$ cat src/sv/lattice_histogram_splat_classifier_unit_defines.svh
// ----------------------------------------------------------------------------
// Assertion macros for the lattice histogram splat classifier
// Shared concurrent check forms, clocked on aclk and quiet during reset.
// ----------------------------------------------------------------------------
`ifndef LATTICE_HISTOGRAM_SPLAT_CLASSIFIER_UNIT_DEFINES_SVH
`define LATTICE_HISTOGRAM_SPLAT_CLASSIFIER_UNIT_DEFINES_SVH

// Consequent must hold in the same cycle as the antecedent.
`define LHS_ASSERT_NOW(lbl, ante, cons) \
    lbl: assert property (@(posedge aclk) disable iff (!aresetn) (ante) |-> (cons)) \
        else $error("lattice histogram check failed");

// Consequent must hold in the cycle after the antecedent.
`define LHS_ASSERT_NEXT(lbl, ante, cons) \
    lbl: assert property (@(posedge aclk) disable iff (!aresetn) (ante) |=> (cons)) \
        else $error("lattice histogram check failed");

`endif

$ cat src/sv/lhs_pkg.sv
// ----------------------------------------------------------------------------
// lhs_pkg
// Types and fixed constants shared by the lattice histogram classifier.
// ----------------------------------------------------------------------------
package lhs_pkg;

    localparam int AXES = 5;

    localparam logic [1:0] ACT_BG        = 2'd0;
    localparam logic [1:0] ACT_FG        = 2'd1;
    localparam logic [1:0] ACT_QUERY     = 2'd2;
    localparam logic [1:0] ACT_UNDEFINED = 2'd3;

    localparam logic REG_WEIGHT_ONE  = 1'b0;
    localparam logic REG_WEIGHT_FOUR = 1'b1;

    localparam logic [15:0] WEIGHT_ONE_RESET  = 16'd58982;
    localparam logic [15:0] WEIGHT_FOUR_RESET = 16'd42926;

    // Splat offset digit codes: digit minus two is the cell offset.
    localparam logic [1:0] DIG_MINUS_TWO = 2'd0;
    localparam logic [1:0] DIG_ZERO      = 2'd2;

    localparam logic [16:0] WEIGHT_UNITY = 17'd65536;
    localparam logic [33:0] EP_Q16       = 34'd327680;

    typedef enum logic [3:0] {
        ST_CLEAR,
        ST_IDLE,
        ST_SPLAT,
        ST_DRAIN,
        ST_QREAD,
        ST_QCHK,
        ST_QDIV1,
        ST_QDIV2,
        ST_QOUT
    } ctrl_state_t;

    typedef struct packed {
        logic capture;
        logic clear;
        logic splat_issue;
        logic div_start;
        logic div_sel;
        logic res_empty;
        logic store_prob;
        logic store_conf;
        logic load_out;
    } cmd_t;

    typedef struct packed {
        logic clr_last;
        logic issue_last;
        logic pipe_busy;
        logic cell_empty;
        logic div_done;
        logic div_busy;
    } stat_t;

endpackage

$ cat src/sv/lhs_ctrl.sv
// ----------------------------------------------------------------------------
// lhs_ctrl
// Controller: memory clear, splat sequencing, query steps, output handshake.
// ----------------------------------------------------------------------------
module lhs_ctrl (
    input  logic           aclk,
    input  logic           aresetn,
    input  logic           s_valid,
    input  logic [1:0]     s_action,
    input  logic           m_ready,
    input  lhs_pkg::stat_t stat,
    output lhs_pkg::cmd_t  cmd,
    output logic           s_ready,
    output logic           m_valid
);

    lhs_pkg::ctrl_state_t state_reg, state_next;
    logic m_valid_reg, m_valid_next;
    logic out_free;

    assign out_free = !m_valid_reg || m_ready;

    always_comb begin
        state_next = state_reg;
        case (state_reg)
            lhs_pkg::ST_CLEAR: begin
                if (stat.clr_last) state_next = lhs_pkg::ST_IDLE;
            end
            lhs_pkg::ST_IDLE: begin
                if (s_valid) begin
                    if (s_action == lhs_pkg::ACT_BG || s_action == lhs_pkg::ACT_FG) begin
                        state_next = lhs_pkg::ST_SPLAT;
                    end else if (s_action == lhs_pkg::ACT_QUERY) begin
                        state_next = lhs_pkg::ST_QREAD;
                    end
                end
            end
            lhs_pkg::ST_SPLAT: begin
                if (stat.issue_last) state_next = lhs_pkg::ST_DRAIN;
            end
            lhs_pkg::ST_DRAIN: begin
                if (!stat.pipe_busy) state_next = lhs_pkg::ST_IDLE;
            end
            lhs_pkg::ST_QREAD: state_next = lhs_pkg::ST_QCHK;
            lhs_pkg::ST_QCHK: begin
                state_next = stat.cell_empty ? lhs_pkg::ST_QOUT : lhs_pkg::ST_QDIV1;
            end
            lhs_pkg::ST_QDIV1: begin
                if (stat.div_done) state_next = lhs_pkg::ST_QDIV2;
            end
            lhs_pkg::ST_QDIV2: begin
                if (stat.div_done) state_next = lhs_pkg::ST_QOUT;
            end
            lhs_pkg::ST_QOUT: begin
                if (out_free) state_next = lhs_pkg::ST_IDLE;
            end
            default: state_next = lhs_pkg::ST_IDLE;
        endcase
    end

    always_comb begin
        cmd     = '0;
        s_ready = 1'b0;
        case (state_reg)
            lhs_pkg::ST_CLEAR: cmd.clear = 1'b1;
            lhs_pkg::ST_IDLE: begin
                s_ready     = 1'b1;
                cmd.capture = s_valid;
            end
            lhs_pkg::ST_SPLAT: cmd.splat_issue = 1'b1;
            lhs_pkg::ST_QCHK: begin
                cmd.res_empty = stat.cell_empty;
                cmd.div_start = !stat.cell_empty;
            end
            lhs_pkg::ST_QDIV1: begin
                cmd.store_prob = stat.div_done;
                cmd.div_start  = stat.div_done;
                cmd.div_sel    = 1'b1;
            end
            lhs_pkg::ST_QDIV2: cmd.store_conf = stat.div_done;
            lhs_pkg::ST_QOUT:  cmd.load_out = out_free;
            default: ;
        endcase
    end

    always_comb begin
        m_valid_next = m_valid_reg;
        if (cmd.load_out) begin
            m_valid_next = 1'b1;
        end else if (m_ready) begin
            m_valid_next = 1'b0;
        end
    end

    always_ff @(posedge aclk) begin
        if (!aresetn) begin
            state_reg   <= lhs_pkg::ST_CLEAR;
            m_valid_reg <= 1'b0;
        end else begin
            state_reg   <= state_next;
            m_valid_reg <= m_valid_next;
        end
    end

    assign m_valid = m_valid_reg;

endmodule

$ cat config.mk
export PLATFORM = sky130hd
export DESIGN_NAME = lhs_ctrl
export DESIGN_NICKNAME = d
export VERILOG_FILES = /design/src/sv/lattice_histogram_splat_classifier_unit_defines.svh /design/src/sv/lhs_pkg.sv /design/src/sv/lhs_ctrl.sv
export SDC_FILE = /design/constraint.sdc
export NUM_CORES = 1
export LEC_CHECK = 0
export BUFFER_PORTS_ARGS = -buffer_cell sky130_fd_sc_hd__buf_2
export CAP_MARGIN = 20
export CORE_AREA = 2 2 39 41
export CTS_CLUSTER_DIAMETER = 200
export CTS_CLUSTER_SIZE = 16
export DETAILED_ROUTE_END_ITERATION = 6
export DIE_AREA = 0 0 41 43
export PLACE_DENSITY_LB_ADDON = 0.2
export RECOVER_POWER = 50
export SETUP_SLACK_MARGIN = 0.15
export SLEW_MARGIN = 40
export SYNTH_ARGS = -nofsm -noshare
export SYNTH_HDL_FRONTEND = slang
export SYNTH_SLANG_ARGS = --single-unit
$ cat constraint.sdc
create_clock -name aclk -period 1.8 [get_ports aclk]
set_input_delay 0.18 -clock aclk [delete_from_list [all_inputs] [get_ports aclk]]
set_output_delay 0.18 -clock aclk [all_outputs]
set_load 0.05 [all_outputs]
# Yosys cells after proc, flatten, opt, wreduce, memory -nomap -nowiden
# Cells that the tools add are included.
dict set report op_classes {
  n_reduce_logical 8
  eq_ne 18
  mux 23
}
# operator count
set ops {}
lappend ops {{4-bit two-way mux} 10}
lappend ops {{4-bit one-hot mux with 9 select lines} 1}
lappend ops {{4-bit by 3-bit equality test with 1-bit output, second input constant} 4}
lappend ops {{2-bit inequality test, second input constant} 7}
lappend ops {{1-bit two-way mux} 11}
lappend ops {{4-bit by 2-bit equality test with 1-bit output, second input constant} 2}
lappend ops {{8-bit AND reduction} 1}
lappend ops {{4-bit by 1-bit equality test with 1-bit output, second input constant} 1}
lappend ops {{4-bit equality test, second input constant} 1}
lappend ops {{4-bit logical NOT} 1}
lappend ops {{3-bit inequality test, second input constant} 1}
lappend ops {{2-bit by 1-bit equality test with 1-bit output, second input constant} 1}
lappend ops {{2-bit equality test, second input constant} 1}
lappend ops {{1-bit logical NOT} 2}
lappend ops {{2-bit logical NOT} 1}
lappend ops {{1-bit logical OR} 2}
lappend ops {{1-bit one-hot mux with 2 select lines} 1}
lappend ops {{2-bit nonzero test} 1}
dict set report word_totals {
  reg_bits 5
  output_inout_bits 11
  inputBits 12
  wordCells 51
}

# Logic depth before layout (Yosys ltp)
# Gate-level depths: netlist of run 1.
dict set report depth {
  ltp_word 5
  depth_mapped 5
  mapped_depth_nobuf 4
}

# Worst setup path after synthesis of run 1
# Ideal clock, no wire load.
dict set report synth_path {
  path_type {register -> register}
  start {register state_reg[3]}
  end {register state_reg[0]}
  t_required_ns 1.728
  path_stages_with_launch 6
  t_arrival_ns 2.843
  n_path_buf 1
  slack_ns -1.115
  setup_ns 0.072
  path_cell_list {dfxtp_1 -> buf_2 -> nor4b_1 -> a32oi_1 -> nand4b_4 -> mux2i_1}
}
dict set report synth_between {
  elab_chain_cells 3
  word_cells_on_any_way 19
}
# item line
set synth_lines {}
lappend synth_lines {{start, declared} lhs_ctrl.sv:17} ;# lhs_pkg::ctrl_state_t state_reg, state_next;
lappend synth_lines {{start signal, assigned} lhs_ctrl.sv:97} ;# state_reg <= lhs_pkg::ST_CLEAR;
lappend synth_lines {{start signal, assigned} lhs_ctrl.sv:100} ;# state_reg <= state_next;
lappend synth_lines {{4-bit by 1-bit equality test with 1-bit output, or another cell as far along} lhs_ctrl.sv:25} ;# case (state_reg)
lappend synth_lines {{3-bit inequality test (no source line) or 2-bit inequality test (tied branches)} -}
lappend synth_lines {{8-bit AND reduction (no source line)} -}
# Several ways; a longest one is shown, not always the timed one.
# A chain may end at the register's enable or synchronous reset.

==> impl_metrics.env, run 1 <==
export IMPL_multiInputGateArea_um2=423
export IMPL_fmax_ghz=0.595
export IMPL_worst_pin_slew_ns=0.590
export IMPL_worst_ep_arrival_time_ns=1.50
export IMPL_yosysUniqueCellTypes=29
export IMPL_drc=0
export IMPL_die_width_um=41
export IMPL_grt_usage=0.151
export IMPL_drtIter0Drc=5
export IMPL_relSlewSlack=0.608
export IMPL_grt_pass1_vias=430
export IMPL_fin_area_um2=795
export IMPL_initial_core_util=0.337
export IMPL_cts_clk_slew_worst_paths_ns=0.04
export IMPL_p_per_area_nw_per_um2=1260
export IMPL_irDropWorstVdd_uv=882
export IMPL_period_minus_slack_ns=1.68
export IMPL_setup_viol=0
export IMPL_setup_ws_ns=0.120
export IMPL_synth_warnings=0
export IMPL_cts_tree="yes"
export IMPL_core_area_um2=1380
export IMPL_worstSkewPairLatency_ns=0.24
export IMPL_areaGrowthSynthToFinish_pct=70.2
export IMPL_fin_setup_tns_ns=0
export IMPL_slew_violations=0
export IMPL_overflow=0
export IMPL_cp_max_fo=7
export IMPL_clock_sinks=5
export IMPL_cts_max_level=1
export IMPL_cpPeakStageDelay_ns=0.61
export IMPL_required_ns=1.62
export IMPL_finClkSkew_ns=0.00394
export IMPL_wl_mm=1.19
export IMPL_dp_cells=96
export IMPL_critPathKind="flop to output port"
export IMPL_drv_cap=0
export IMPL_wl_per_cell_um=11.1
export IMPL_rsz0062_at_grt="yes"
export IMPL_hold_path_class="input port to flop"
export IMPL_via_per_inst=4.98
export IMPL_place_area_um2=682
export IMPL_path_cells="or4b_1 > nor2b_4 > buf_8"
export IMPL_die_y_um=43
export IMPL_nFillCells=126
export IMPL_numPortBuffers=21
export IMPL_largest_register_ffs=4
export IMPL_layout_area_seq_um2=113
export IMPL_yosysSeqAreaShare=0.214
export IMPL_gp_congestion=0.760
export IMPL_cp_end_kind="output port"
export IMPL_finalCritPeriodShare=0.934
export IMPL_status="finished clean"
export IMPL_syn_area_um2=467
export IMPL_cts_root_buffer_cell="clkbuf_4"
export IMPL_diodes=0
export IMPL_grt_max_degree=10
export IMPL_rows=14
export IMPL_firstDrtPassIters=4
export IMPL_fin_hold_ws_ns=0.220
export IMPL_final_cells=107
export IMPL_vias=533
export IMPL_worstSetupStartpointType="flop"
export IMPL_boundaryPins=23
export IMPL_pre_cts_slack_ns=0.156
export IMPL_syn_num_nets=72
export IMPL_detailed_place_hpwl_um=839
export IMPL_numCtsBuffers=3
export IMPL_slowest_stage="or4b_1"
export IMPL_cts_buffer_depth=2
export IMPL_grt_pass1_wl_mm=1.81
export IMPL_antenna_found_initial=0
export IMPL_avgSynthCellArea_um2=7.78
export IMPL_ys_ff_latch=5
export IMPL_drive_gt1_frac=0.582
export IMPL_die_area_um2=1760
export IMPL_timing_hold_violations_final=0
export IMPL_fin_nets=104
export IMPL_power_leakage_nw=0.349
export IMPL_synthCells=60
export IMPL_ant_nets=0
final timing paths:
kind                             start                        end  slack [ns]  cells past startpoint
max          state_reg[0]$_SDFFE_PN0P_                     cmd[0]        0.12                      3
min                            aresetn  state_reg[0]$_SDFFE_PN0P_        0.22                      3
max reg2reg  state_reg[0]$_SDFFE_PN0P_  state_reg[1]$_SDFFE_PN0P_        0.17                      4
min reg2reg       m_valid$_SDFFE_PN0P_       m_valid$_SDFFE_PN0P_        0.53                      2
cell type report:
| class | count | area share |
|---|---|---|
| multi-input combinational | 48 | 0.532 |
| sequential | 5 | 0.142 |
| timing repair buffer | 32 | 0.258 |
| clock buffer | 4 | 0.0331 |
| inverter | 2 | 0.00945 |
| tap | 16 | 0.0252 |
power by group:
part           internal (mW)  leakage, nW  switching [mW]
clock network         0.0836       0.0150          0.0432
logic                  0.301        0.291           0.366
registers              0.149       0.0433          0.0544
cell families after synthesis:
group	count (synthesis)	synth area share
AND/OR/NAND/NOR	37	0.555
buffers and inverters	7	0.0697
flip-flops	5	0.214
AO/OA/AOI/OAI	8	0.0965
multiplexers	3	0.0643
per-stage QoR:
stage          power (mW)  utilization
6_report            0.998        0.574
5_1_grt              1.07        0.574
4_1_cts             0.975        0.554
3_5_place_dp        0.771        0.493
3_3_place_gp        0.769        0.493
2_1_floorplan       0.685            -
synthesized netlist by cell type:
cell,count,area (µm²)
and3_1,1,6.26
nand2b_1,5,31.3
buf_2,2,10.0
clkbuf_1,2,7.51
or4_1,1,7.51
dfxtp_1,5,100
or3_1,1,6.26
mux2i_1,3,30.0
nand2_1,4,15.0
or4b_4,1,13.8
nor4b_2,1,15.0
and2_1,1,6.26
nor3_1,3,15.0
o22ai_1,1,6.26
nor2_1,2,7.51
a21oi_1,4,20.0
nor4_1,1,6.26
nand3b_1,4,30.0
nor2b_1,3,18.8
nand4b_4,1,23.8
o21ai_0,2,10.0
nor4b_1,1,8.76
nand3_1,2,10.0
or2_2,1,6.26
nor3b_1,3,22.5
or2_4,1,8.76
a32oi_1,1,8.76
inv_1,2,7.51
buf_4,1,7.51
placed cells by master, fill, tap and decap left out, types with 3 or more instances in the layout:
| cell | Yosys | layout |
|---|---|---|
| clkbuf_4 | 0 | 3 |
| clkbuf_1 | 2 | 3 |
| buf_2 | 2 | 13 |
| dfxtp_4 | 0 | 3 |
| nand2b_1 | 5 | 5 |
| buf_4 | 1 | 10 |
| nand3b_1 | 4 | 4 |
| nand2_1 | 4 | 4 |
| clkbuf_2 | 0 | 4 |
| mux2i_1 | 3 | 3 |
| a21oi_1 | 4 | 3 |
worst max-delay path, delay by kind of cell (launching register included):
family / cells / cell delay (ns)
flip-flops: 1 / 0.36
buffers and inverters: 1 / 0.15
AND/OR/NAND/NOR: 2 / 0.76
layer usage:
metal | GRT usage | wire, µm | vias up
met5 | 0 | 0 | -
met4 | 0.0600 | 0 | 0
met3 | 0.0314 | 42 | 0
met2 | 0.216 | 594 | 14
met1 | 0.212 | 549 | 242
li1 | - | - | 277
repair_timing:
item,CTS,global route
gates resized for setup,6,7
hold buffers,0,0
endpoints found under the setup margin,7,5
setup buffers,6,1
pin swaps,1,2
Power figures use the tool's default switching activity.
==> run 2: changes to the inputs <==
RECOVER_POWER = unset   (was 50)
==> impl_metrics.env, run 2 (synthesized netlist as in run 1, its figures left out) <==
export IMPL_p_comb_frac=0.668
export IMPL_final_cell_mix="buf_2, buf_4, nand2b_1"
export IMPL_period_minus_slack_ns=1.62
export IMPL_critPathKind="flop to output port"
export IMPL_relSlewSlack=0.802
export IMPL_hold_path_class="input port to flop"
export IMPL_overflow=0
export IMPL_cp_max_fo=7
export IMPL_ant_nets=0
export IMPL_timing_hold_violations_final=0
export IMPL_setup_viol=0
export IMPL_clockPowerShare=0.126
export IMPL_worst_ep_arrival_time_ns=1.44
export IMPL_drive_gt1_frac=0.615
export IMPL_cpPeakStageDelay_ns=0.57
export IMPL_p_switching_uw=463
export IMPL_wl_per_cell_um=11.2
export IMPL_drtIter0Drc=5
export IMPL_drc=0
export IMPL_initial_core_util=0.337
export IMPL_rows=14
export IMPL_worstSkewPairLatency_ns=0.24
export IMPL_vias=532
export IMPL_grt_pass1_wl_mm=1.81
export IMPL_die_width_um=41
export IMPL_rsz0062_at_grt="yes"
export IMPL_power_leakage_nw=0.362
export IMPL_fin_area_um2=801
export IMPL_p_sw_frac=0.463
export IMPL_cts_tree="yes"
export IMPL_cts_hold_buf=0
export IMPL_grt_usage=0.151
export IMPL_crit_family="simple AND/OR/NAND/NOR gates"
export IMPL_cts_clk_slew_worst_paths_ns=0.04
export IMPL_cp_end_kind="output port"
export IMPL_required_ns=1.62
export IMPL_final_cells=107
export IMPL_fmax_ghz=0.616
export IMPL_grt_max_degree=10
export IMPL_nFillCells=123
export IMPL_final_common_cell="buf_2"
export IMPL_irDropWorstVdd_uv=885
export IMPL_status="finished clean"
export IMPL_slew_violations=0
export IMPL_diodes=0
export IMPL_numCtsBuffers=3
export IMPL_antenna_found_initial=0
export IMPL_finClkSkew_ns=0.00336
export IMPL_detailed_place_hpwl_um=839
export IMPL_path_cells="or4b_4 > nor2b_4 > buf_8"
export IMPL_p_per_area_nw_per_um2=1250
export IMPL_finalCritPeriodShare=0.902
export IMPL_cts_buffer_depth=2
export IMPL_drv_cap=0
export IMPL_power_frac_seq=0.206
export IMPL_numPortBuffers=21
export IMPL_cts_root_buffer_cell="clkbuf_4"
export IMPL_wl_mm=1.20
export IMPL_worst_pin_slew_ns=0.296
export IMPL_gp_congestion=0.760
export IMPL_worstSetupStartpointType="flop"
export IMPL_via_per_inst=4.97
export IMPL_clock_sinks=5
export IMPL_fin_setup_tns_ns=0
export IMPL_crit_buf_inv=1
export IMPL_grt_pass1_vias=430
export IMPL_p_int_uw=536
export IMPL_die_y_um=43
export IMPL_slowest_stage="or4b_4"
export IMPL_fin_nets=104
export IMPL_fin_hold_ws_ns=0.220
export IMPL_dp_cells=96
export IMPL_largest_register_ffs=4
export IMPL_die_area_um2=1760
export IMPL_place_area_um2=682
export IMPL_areaGrowthSynthToFinish_pct=71.6
export IMPL_cts_max_level=1
export IMPL_core_area_um2=1380
export IMPL_firstDrtPassIters=4
export IMPL_boundaryPins=23
## run 2: cell type report
type	instances	area, µm²	share of cell area
multi-input cells	48	427	0.533
clock buffers	4	26.3	0.0328
well taps	16	20.0	0.0250
repair buffers	32	208	0.259
flip-flops and latches	5	113	0.141
inverters	2	7.51	0.00938
## run 2: worst reg2reg max path, stage by stage, from the launching register on
cell and delay (ns):
dfxtp_4 0.36, buf_4 0.15, or4_4 0.53, a21oi_2 0.13, nand4b_4 0.17, mux2i_1 0.18
## run 2: worst paths after layout
kind / slack (ns) / endpoint / cells after the start / startpoint
min reg2reg: 0.53 / m_valid$_SDFFE_PN0P_ / 2 / m_valid$_SDFFE_PN0P_
max reg2reg: 0.21 / state_reg[1]$_SDFFE_PN0P_ / 5 / state_reg[0]$_SDFFE_PN0P_
max: 0.18 / cmd[0] / 3 / state_reg[0]$_SDFFE_PN0P_
min: 0.22 / state_reg[0]$_SDFFE_PN0P_ / 3 / aresetn
## run 2: power by group through the flow
stage                     registers [mW]  clock network, mW  logic [mW]
final                              0.206              0.126       0.667
after global placement             0.235                  0       0.535
after detailed placement           0.235                  0       0.535
after CTS                          0.209              0.130       0.636
after floorplan                    0.190                  0       0.495
after global routing               0.213              0.144       0.718
## run 2: what timing repair did
action                                  CTS  global route
pin swaps                                 1             2
resized for setup                         6             7
cloned                                    0             0
setup buffers                             6             1
endpoints found under the setup margin    7             5
## run 2: routing by layer
layer | global-route usage | vias to the layer above | wire length, µm
met5 | 0 | - | 0
met2 | 0.216 | 16 | 590
li1 | - | 277 | -
met4 | 0.0600 | 0 | 10
met1 | 0.212 | 237 | 549
met3 | 0.0314 | 2 | 53
## run 2: metrics by stage
step	power, mW	setup slack (ns)	util
4_1_cts	0.975	0.151	0.554
6_report	0.999	0.176	0.579
5_1_grt	1.07	0.137	0.579
2_1_floorplan	0.685	0.0486	-
3_5_place_dp	0.771	0.156	0.493
3_3_place_gp	0.769	0.168	0.493
